### config.mk
export PLATFORM = sky130hd
export DESIGN_NAME = zlib_stored_deframer_unit_flat
export DESIGN_NICKNAME = d
export VERILOG_FILES = /design/src/zsd_pkg.sv /design/src/zsd_in_if.sv /design/src/zsd_out_if.sv /design/src/zsd_adler.sv /design/src/zlib_stored_deframer_unit.sv /design/src/flat_wrapper.sv
export SDC_FILE = /design/constraint.sdc
export NUM_CORES = 1
export LEC_CHECK = 0
export BUFFER_PORTS_ARGS = -buffer_cell sky130_fd_sc_hd__buf_2
export CORE_UTILIZATION = 30
export DETAILED_ROUTE_END_ITERATION = 7
export HOLD_SLACK_MARGIN = 0.03
export SLEW_MARGIN = 20
export SYNTH_ARGS = -nofsm -noshare
export SYNTH_HDL_FRONTEND = slang
export SYNTH_SLANG_ARGS = --single-unit
### constraint.sdc
create_clock -name clk -period 7.8 [get_ports clk]
set_input_delay 0.39 -clock clk [delete_from_list [all_inputs] [get_ports clk]]
set_output_delay 0.39 -clock clk [all_outputs]
set_load 0.01 [all_outputs]
### src/zsd_pkg.sv
package zsd_pkg;

  // parse phases, one-hot
  typedef enum logic [12:0] {
    PH_CMF   = 13'b0_0000_0000_0001,
    PH_FLG   = 13'b0_0000_0000_0010,
    PH_BHDR  = 13'b0_0000_0000_0100,
    PH_LEN0  = 13'b0_0000_0000_1000,
    PH_LEN1  = 13'b0_0000_0001_0000,
    PH_NLEN0 = 13'b0_0000_0010_0000,
    PH_NLEN1 = 13'b0_0000_0100_0000,
    PH_DATA  = 13'b0_0000_1000_0000,
    PH_ADL0  = 13'b0_0001_0000_0000,
    PH_ADL1  = 13'b0_0010_0000_0000,
    PH_ADL2  = 13'b0_0100_0000_0000,
    PH_ADL3  = 13'b0_1000_0000_0000,
    PH_DONE  = 13'b1_0000_0000_0000
  } phase_t;

  // verdict codes
  localparam logic [3:0] ST_NONE  = 4'd0;
  localparam logic [3:0] ST_OK    = 4'd1;
  localparam logic [3:0] ST_TRUNC = 4'd2;
  localparam logic [3:0] ST_FCHK  = 4'd3;
  localparam logic [3:0] ST_METH  = 4'd4;
  localparam logic [3:0] ST_DICT  = 4'd5;
  localparam logic [3:0] ST_BTYPE = 4'd6;
  localparam logic [3:0] ST_LEN   = 4'd7;
  localparam logic [3:0] ST_ADLER = 4'd8;

  localparam logic [16:0] ADLER_MOD = 17'd65521;
  localparam logic [3:0]  CM_DEFLATE = 4'd8;

  typedef struct packed {
    logic feed;
    logic clear;
  } adler_ctrl_t;

endpackage

### src/zsd_in_if.sv
interface zsd_in_if;
  logic       valid;
  logic       ready;
  logic [7:0] in_byte;
  logic       last_byte;

  modport source (output valid, output in_byte, output last_byte, input ready);
  modport sink (input valid, input in_byte, input last_byte, output ready);
endinterface

### src/zsd_out_if.sv
interface zsd_out_if;
  logic       valid;
  logic       ready;
  logic       has_data;
  logic [7:0] out_byte;
  logic [3:0] status;

  modport source (output valid, output has_data, output out_byte, output status,
                  input ready);
  modport sink (input valid, input has_data, input out_byte, input status,
                output ready);
endinterface

### src/zsd_adler.sv
module zsd_adler
  import zsd_pkg::*;
(
  input  logic        clk,
  input  logic        rst,
  input  adler_ctrl_t ctrl,
  input  logic [7:0]  data,
  output logic [15:0] sum_a,
  output logic [15:0] sum_b
);

  logic [16:0] a_raw;
  logic [15:0] a_mod;
  logic [16:0] b_raw;
  logic [15:0] b_mod;

  always_comb begin
    a_raw = {1'b0, sum_a} + {9'd0, data};
    a_mod = (a_raw >= ADLER_MOD) ? 16'(a_raw - ADLER_MOD) : a_raw[15:0];
    b_raw = {1'b0, sum_b} + {1'b0, a_mod};
    b_mod = (b_raw >= ADLER_MOD) ? 16'(b_raw - ADLER_MOD) : b_raw[15:0];
  end

  always_ff @(posedge clk) begin
    if (rst || ctrl.clear) begin
      sum_a <= 16'd1;
      sum_b <= 16'd0;
    end else if (ctrl.feed) begin
      sum_a <= a_mod;
      sum_b <= b_mod;
    end
  end

endmodule

### src/zlib_stored_deframer_unit.sv
// zlib stream checker for streams made only of stored blocks.
// in_ch carries one stream byte per transaction with last_byte marking the
// end of the stream; out_ch carries results: a payload byte (has_data) and/or
// a verdict in status (1 ok, 2 truncated, 3..8 the failing check).
// A byte yields at most one result, registered when the byte is accepted.
// Payload is passed on as it arrives; a consumer drops it on an error verdict.
// Throughput is one byte per cycle while out_ch is not stalled: the header,
// length and Adler-32 check logic is combinational up to the result register.
// After a verdict, bytes give no result until one with last_byte, which
// returns the block to its start state once that byte is handled.
// Reset (rst, synchronous) sets the start state and empties the result
// register. When the receiver holds out_ch.ready low, one result waits in the
// register and in_ch.ready stays low until that result is taken.
module zlib_stored_deframer_unit
  import zsd_pkg::*;
(
  input logic     clk,
  input logic     rst,
  zsd_in_if.sink  in_ch,
  zsd_out_if.source out_ch
);

  phase_t      phase, phase_next;
  logic [7:0]  first_header_byte, first_header_byte_next;
  logic        final_block_flag, final_block_flag_next;
  logic [15:0] block_length, block_length_next;
  logic [7:0]  complement_low_byte, complement_low_byte_next;
  logic [15:0] bytes_remaining, bytes_remaining_next;
  logic [23:0] expected_checksum_high, expected_checksum_high_next;

  logic        out_valid;
  logic        res_has;
  logic [7:0]  res_byte;
  logic [3:0]  res_status;
  logic        fire;
  logic        last;
  logic [7:0]  b;

  logic [15:0] sum_a, sum_b;
  adler_ctrl_t adler_ctrl;

  // fcheck: (cmf*256 + flg) mod 31, with 256 = 8 and 32 = 1 mod 31
  logic [11:0] fc_x;
  logic [6:0]  fc_y;
  logic [5:0]  fc_z;
  logic        fc_bad;
  logic [15:0] rem_dec;

  assign b      = in_ch.in_byte;
  assign last   = in_ch.last_byte;
  assign fire   = in_ch.valid && in_ch.ready;
  assign in_ch.ready = !out_valid || out_ch.ready;
  assign out_ch.valid = out_valid;

  always_comb begin
    fc_x   = {1'b0, first_header_byte, 3'b000} + {4'd0, b};
    fc_y   = {2'b00, fc_x[4:0]} + {2'b00, fc_x[9:5]} + {5'd0, fc_x[11:10]};
    fc_z   = {1'b0, fc_y[4:0]} + {4'd0, fc_y[6:5]};
    fc_bad = !((fc_z == 6'd0) || (fc_z == 6'd31));
    rem_dec = bytes_remaining - 16'd1;
  end

  always_comb begin
    phase_next                  = phase;
    first_header_byte_next      = first_header_byte;
    final_block_flag_next       = final_block_flag;
    block_length_next           = block_length;
    complement_low_byte_next    = complement_low_byte;
    bytes_remaining_next        = bytes_remaining;
    expected_checksum_high_next = expected_checksum_high;
    res_has    = 1'b0;
    res_byte   = 8'd0;
    res_status = ST_NONE;
    adler_ctrl.feed  = 1'b0;
    adler_ctrl.clear = fire && last;

    case (phase)
      PH_CMF: begin
        first_header_byte_next = b;
        phase_next = PH_FLG;
        if (last) res_status = ST_TRUNC;
      end
      PH_FLG: begin
        if (last) res_status = ST_TRUNC;
        else if (fc_bad) res_status = ST_FCHK;
        else if (first_header_byte[3:0] != CM_DEFLATE) res_status = ST_METH;
        else if (b[5]) res_status = ST_DICT;
        else phase_next = PH_BHDR;
      end
      PH_BHDR: begin
        final_block_flag_next = b[0];
        if (b[2:1] != 2'b00) res_status = ST_BTYPE;
        else begin
          phase_next = PH_LEN0;
          if (last) res_status = ST_TRUNC;
        end
      end
      PH_LEN0: begin
        block_length_next = {8'd0, b};
        phase_next = PH_LEN1;
        if (last) res_status = ST_TRUNC;
      end
      PH_LEN1: begin
        block_length_next = {b, block_length[7:0]};
        phase_next = PH_NLEN0;
        if (last) res_status = ST_TRUNC;
      end
      PH_NLEN0: begin
        complement_low_byte_next = b;
        phase_next = PH_NLEN1;
        if (last) res_status = ST_TRUNC;
      end
      PH_NLEN1: begin
        if (~block_length != {b, complement_low_byte}) res_status = ST_LEN;
        else begin
          bytes_remaining_next = block_length;
          if (block_length == 16'd0) phase_next = final_block_flag ? PH_ADL0 : PH_BHDR;
          else phase_next = PH_DATA;
          if (last) res_status = ST_TRUNC;
        end
      end
      PH_DATA: begin
        res_has  = 1'b1;
        res_byte = b;
        adler_ctrl.feed = fire;
        bytes_remaining_next = rem_dec;
        if (rem_dec == 16'd0) phase_next = final_block_flag ? PH_ADL0 : PH_BHDR;
        if (last) res_status = ST_TRUNC;
      end
      PH_ADL0, PH_ADL1, PH_ADL2: begin
        expected_checksum_high_next = {expected_checksum_high[15:0], b};
        case (phase)
          PH_ADL0: phase_next = PH_ADL1;
          PH_ADL1: phase_next = PH_ADL2;
          default: phase_next = PH_ADL3;
        endcase
        if (last) res_status = ST_TRUNC;
      end
      PH_ADL3: begin
        res_status = ({expected_checksum_high, b} == {sum_b, sum_a}) ? ST_OK : ST_ADLER;
      end
      default: begin
      end
    endcase

    if (res_status != ST_NONE) phase_next = PH_DONE;
  end

  zsd_adler u_adler (
    .clk   (clk),
    .rst   (rst),
    .ctrl  (adler_ctrl),
    .data  (b),
    .sum_a (sum_a),
    .sum_b (sum_b)
  );

  always_ff @(posedge clk) begin
    if (rst) begin
      phase                  <= PH_CMF;
      first_header_byte      <= 8'd0;
      final_block_flag       <= 1'b0;
      block_length           <= 16'd0;
      complement_low_byte    <= 8'd0;
      bytes_remaining        <= 16'd0;
      expected_checksum_high <= 24'd0;
    end else if (fire) begin
      if (last) begin
        // end of stream rearms the parser
        phase                  <= PH_CMF;
        first_header_byte      <= 8'd0;
        final_block_flag       <= 1'b0;
        block_length           <= 16'd0;
        complement_low_byte    <= 8'd0;
        bytes_remaining        <= 16'd0;
        expected_checksum_high <= 24'd0;
      end else begin
        phase                  <= phase_next;
        first_header_byte      <= first_header_byte_next;
        final_block_flag       <= final_block_flag_next;
        block_length           <= block_length_next;
        complement_low_byte    <= complement_low_byte_next;
        bytes_remaining        <= bytes_remaining_next;
        expected_checksum_high <= expected_checksum_high_next;
      end
    end
  end

  always_ff @(posedge clk) begin
    if (rst) begin
      out_valid <= 1'b0;
    end else if (fire && (res_has || res_status != ST_NONE)) begin
      out_valid <= 1'b1;
    end else if (out_ch.ready) begin
      out_valid <= 1'b0;
    end
  end

  always_ff @(posedge clk) begin
    if (fire && (res_has || res_status != ST_NONE)) begin
      out_ch.has_data <= res_has;
      out_ch.out_byte <= res_byte;
      out_ch.status   <= res_status;
    end
  end

endmodule

### src/flat_wrapper.sv
// flat-port wrapper written by rule: the top's interface ports become plain ports
module zlib_stored_deframer_unit_flat import zsd_pkg::*;
  (clk, rst, in_ch_valid, in_ch_in_byte, in_ch_last_byte, in_ch_ready, out_ch_valid, out_ch_has_data, out_ch_out_byte, out_ch_status, out_ch_ready);
  zsd_in_if in_ch_i ();
  zsd_out_if out_ch_i ();
  input logic clk;
  input logic rst;
  input wire logic [$bits(in_ch_i.valid)-1:0] in_ch_valid;
  input wire logic [$bits(in_ch_i.in_byte)-1:0] in_ch_in_byte;
  input wire logic [$bits(in_ch_i.last_byte)-1:0] in_ch_last_byte;
  output wire logic [$bits(in_ch_i.ready)-1:0] in_ch_ready;
  output wire logic [$bits(out_ch_i.valid)-1:0] out_ch_valid;
  output wire logic [$bits(out_ch_i.has_data)-1:0] out_ch_has_data;
  output wire logic [$bits(out_ch_i.out_byte)-1:0] out_ch_out_byte;
  output wire logic [$bits(out_ch_i.status)-1:0] out_ch_status;
  input wire logic [$bits(out_ch_i.ready)-1:0] out_ch_ready;
  assign in_ch_i.valid = in_ch_valid;
  assign in_ch_i.in_byte = in_ch_in_byte;
  assign in_ch_i.last_byte = in_ch_last_byte;
  assign in_ch_ready = in_ch_i.ready;
  assign out_ch_valid = out_ch_i.valid;
  assign out_ch_has_data = out_ch_i.has_data;
  assign out_ch_out_byte = out_ch_i.out_byte;
  assign out_ch_status = out_ch_i.status;
  assign out_ch_i.ready = out_ch_ready;
  zlib_stored_deframer_unit u_core (.clk(clk), .rst(rst), .in_ch(in_ch_i), .out_ch(out_ch_i));
endmodule
==> metrics.cfg <==
[run_status]
outcome = finished, violations left
violations = design-rule violations

[worst_setup_path]
slowest_delay_ns = 0.54
crit_end = u_core.u_adler.sum_b[8]
worstSetupEndpointType = flip-flop
cp_num_cells = 23
start_kind = flip-flop
cp.buffers_inverters = 0
r2r_start = u_core.u_adler.sum_a[0]
required_ns = 8.11
worst-setup-path-type = reg2reg
cp_slowest_cell = o41a_1
crit_arrival_ns = 6.77
r2r-end = u_core.u_adler.sum_b[8]
startpoint = u_core.u_adler.sum_a[0]
cp_top_family = compound AO/OA/AOI/OAI gates
r2r_setup_slack_ns = 1.34
worstPathCellList = ha_1 -> fa_1 -> a211oi_1 -> o21ai_1 -> nor2b_1 -> o31ai_1 -> and3_1 -> a32o_1 -> o21ai_1 -> mux2_2 -> nor3_1 -> xnor2_1 -> ha_1 -> a21oi_2 -> o21ai_1 -> a21o_1 -> a221oi_2 -> xnor2_1 -> nand4bb_4 -> o41a_1 -> nor3_1 -> nor3_1 -> a311o_1
rr_worst_depth = 23
crit_fanout = 11

[global_routing]
grt_max_degree = 61
antenna_found_initial = 0
grt_overflow_total = 0
grt_pass1_vias = 8199
track_usage = 0.165
grt_pass1_wl_mm = 43.5

[drt]
drt-total-wl_mm = 26.8
drtIter0Drc = 676
route.detailed.drc = 1
viasPerCell = 5.34
num_vias = 8775
wl_per_cell_microns = 16.3
ant_nets = 0
drt_first_pass_iters = 7

[layout]
finish.net_count = 1290
syn_to_final_growth_pct = 11.4
fin_area_sq_mm = 0.0107
antennaDiodeCount = 0
utilization = 0.339
drive_gt1_frac = 0.102
layoutNonFillerInstCount = 1642
nFillCells = 3331

[die]
floorplan.initialDensity = 0.304
core-area_sq_mm = 0.0315
die_h_microns = 181
rows = 65
die_w_microns = 181
dieArea_sq_mm = 0.0326
num_io_pins = 28

[placed_design]
hpwl_mm = 19.4
gp_congestion = 0.867
dp_cells = 1610
post_dp_cell_area_sq_mm = 0.0100
portBuffers = 27
pre_cts_ws_ns = 1.03

[cts]
cts_setup_buffers = 0
cts-buffers-inserted = 17
clock_tree.buffer_depth = 2
cts_resized = 0
cts-root-buf = clkbuf_16
cts_hold_buf = 0
clock_latency_ns = 0.42
clock-sinks = 132
cts.htree.levels = 4
clk_pin_slew_worst_paths_ns = 0.06
cts_tree = yes

[pwr]
powerDensity_mw_per_mm2 = 167
p_sw_uw = 469
p_total_mw = 1.78
p_seq_frac = 0.396
p_leak_nw = 4.26
ir_drop_v = 0.000136
p_int_mw = 1.31
comb_power_share = 0.137
clkPwrFrac = 0.466
swShare = 0.264

[timing]
finalMaxSlewViolations = 0
hold_viol = 0
slew_headroom = 0.345
hold_slack_ns = 0.231
setup_viol = 0
period_minus_slack_ns = 6.46
worst_slew_pin_slew_ns = 0.974
finalSetupTns_ns = 0
clock_skew_ns = 0.00972
setup_ws_ns = 1.34
rsz0062_at_grt = no
fmax_ghz = 0.155
fin_crit_sh = 0.828

[logic_synthesis]
synth-edff-count = 13
yosysTopAreaCellShare = 0.249
ys.flop_type = dfxtp_1
synth_area_leaders = dfxtp_1 25%, a21oi_1 7.1%, nor2_1 6.1%
syn_inst = 1232
synth_warnings = 0
async_flop_share = 0
yosysMostFrequentCell = nor2_1
synthTopCellsByCount = 155 x nor2_1, 140 x nand2_1, 135 x a21oi_1
syn_nets = 1295
ys_seq_elements = 132
avgSynthCellArea_sq_um = 7.77
synth_area_sq_mm = 0.00957
synth_top_area_cell = dfxtp_1
ys_seq_area_frac = 0.290
ys_types = 90

[run]
cap_violations = 0

[worst_hold_path]
hp-class = in2reg

==> worst min path at each step <==
stage / start / to / slack, ns / depth (start not counted)
finish: in_ch_valid / u_core.out_ch.valid / 0.23 / 3
global route: in_ch_valid / u_core.out_ch.valid / 0.26 / 3
CTS: in_ch_valid / u_core.out_ch.valid / 0.22 / 3
detailed placement: u_core.u_adler.sum_a[3] / u_core.u_adler.sum_a[3] / 0.46 / 2
global placement: u_core.u_adler.sum_a[2] / u_core.u_adler.sum_a[2] / 0.45 / 2
floorplan: u_core.u_adler.sum_a[2] / u_core.u_adler.sum_a[2] / 0.44 / 2
==> cell usage in the layout, fill, tap and decap left out, types with 8 or more instances in the layout <==
cell type  netlist  final
a22o_1           8      8
nor4_1          23     22
edfxtp_1        13     13
clkbuf_16        0     17
or3_1            9      9
a21oi_1        135    135
a22oi_1         14     14
o21a_1           8      8
xor2_1          53     53
nor2_1         155    155
a21o_1          17     17
nor3_1          43     43
ha_1            44     44
nand3b_1        11     11
nand3_1         20     20
mux2_2          11     11
xnor2_1         50     50
nand2b_1        21     21
inv_1           31     31
mux2i_1          8      8
buf_2            4     27
o21ai_0         48     47
a211oi_1         9      9
nand4_1         16     16
and2_1          10     10
o31ai_1          8      8
buf_4            2     16
nand2_1        140    140
o21ai_1          7      8
a31oi_1          9      9
dfxtp_1        119    119
nor2b_1          9      9
==> power by group through the flow <==
stage          logic (mW)  registers (mW)  clock network (mW)
6_report            0.244           0.705               0.829
3_3_place_gp        0.241           0.719                   0
3_5_place_dp        0.244           0.719                   0
4_1_cts             0.245           0.704               0.839
2_1_floorplan       0.178           0.720                   0
5_1_grt             0.270           0.706               0.875
==> worst reg2reg max path, cell delays in order, from the launching register on <==
cell,delay [ns]
dfxtp_1,0.32
ha_1,0.22
fa_1,0.43
a211oi_1,0.31
o21ai_1,0.16
nor2b_1,0.19
o31ai_1,0.44
and3_1,0.22
a32o_1,0.35
o21ai_1,0.16
mux2_2,0.32
nor3_1,0.19
xnor2_1,0.12
ha_1,0.29
a21oi_2,0.24
o21ai_1,0.13
a21o_1,0.20
a221oi_2,0.37
xnor2_1,0.30
nand4bb_4,0.17
o41a_1,0.54
nor3_1,0.30
nor3_1,0.07
a311o_1,0.31
==> flip-flops by register name, summed over array words and instances, names as in the netlist <==
signal	flops
u_core.expected_checksum_high	24
u_core.out_ch.out_byte	8
u_core.phase	13
u_core.bytes_remaining	16
u_core.out_ch.valid	1
u_core.final_block_flag	1
u_core.u_adler.sum_b	16
u_core.out_ch.status	4
u_core.complement_low_byte	8
u_core.out_ch.has_data	1
u_core.u_adler.sum_a	16
u_core.first_header_byte	8
u_core.block_length	16
==> kinds of logic (layout without fill, tap and decap cells) <==
logic type	Yosys count	in the layout	synth area share
AO/OA/AOI/OAI	322	322	0.218
XOR/XNOR	105	105	0.0977
adder cells (fa/ha/maj)	50	50	0.0701
buffers and inverters	98	106	0.0421
flip-flops	132	132	0.290
multiplexers	19	19	0.0213
AND/OR/NAND/NOR	506	506	0.261
==> cell type report <==
class	instances	area, sq um	area share
clock buffers	23	478	0.0448
clock inverters	9	126	0.0119
inverters	31	116	0.0109
multi-input cells	1002	6410	0.601
flip-flops and latches	132	2770	0.260
well taps	402	503	0.0472
repair buffers	43	255	0.0239
==> metal layers <==
metal	track usage	part of all wire
met1	0.222	0.48
met2	0.273	0.47
met3	0.0251	0.044
met4	0.0431	0.012
met5	0	0
Note: power is estimated with default switching activity, not from simulation.
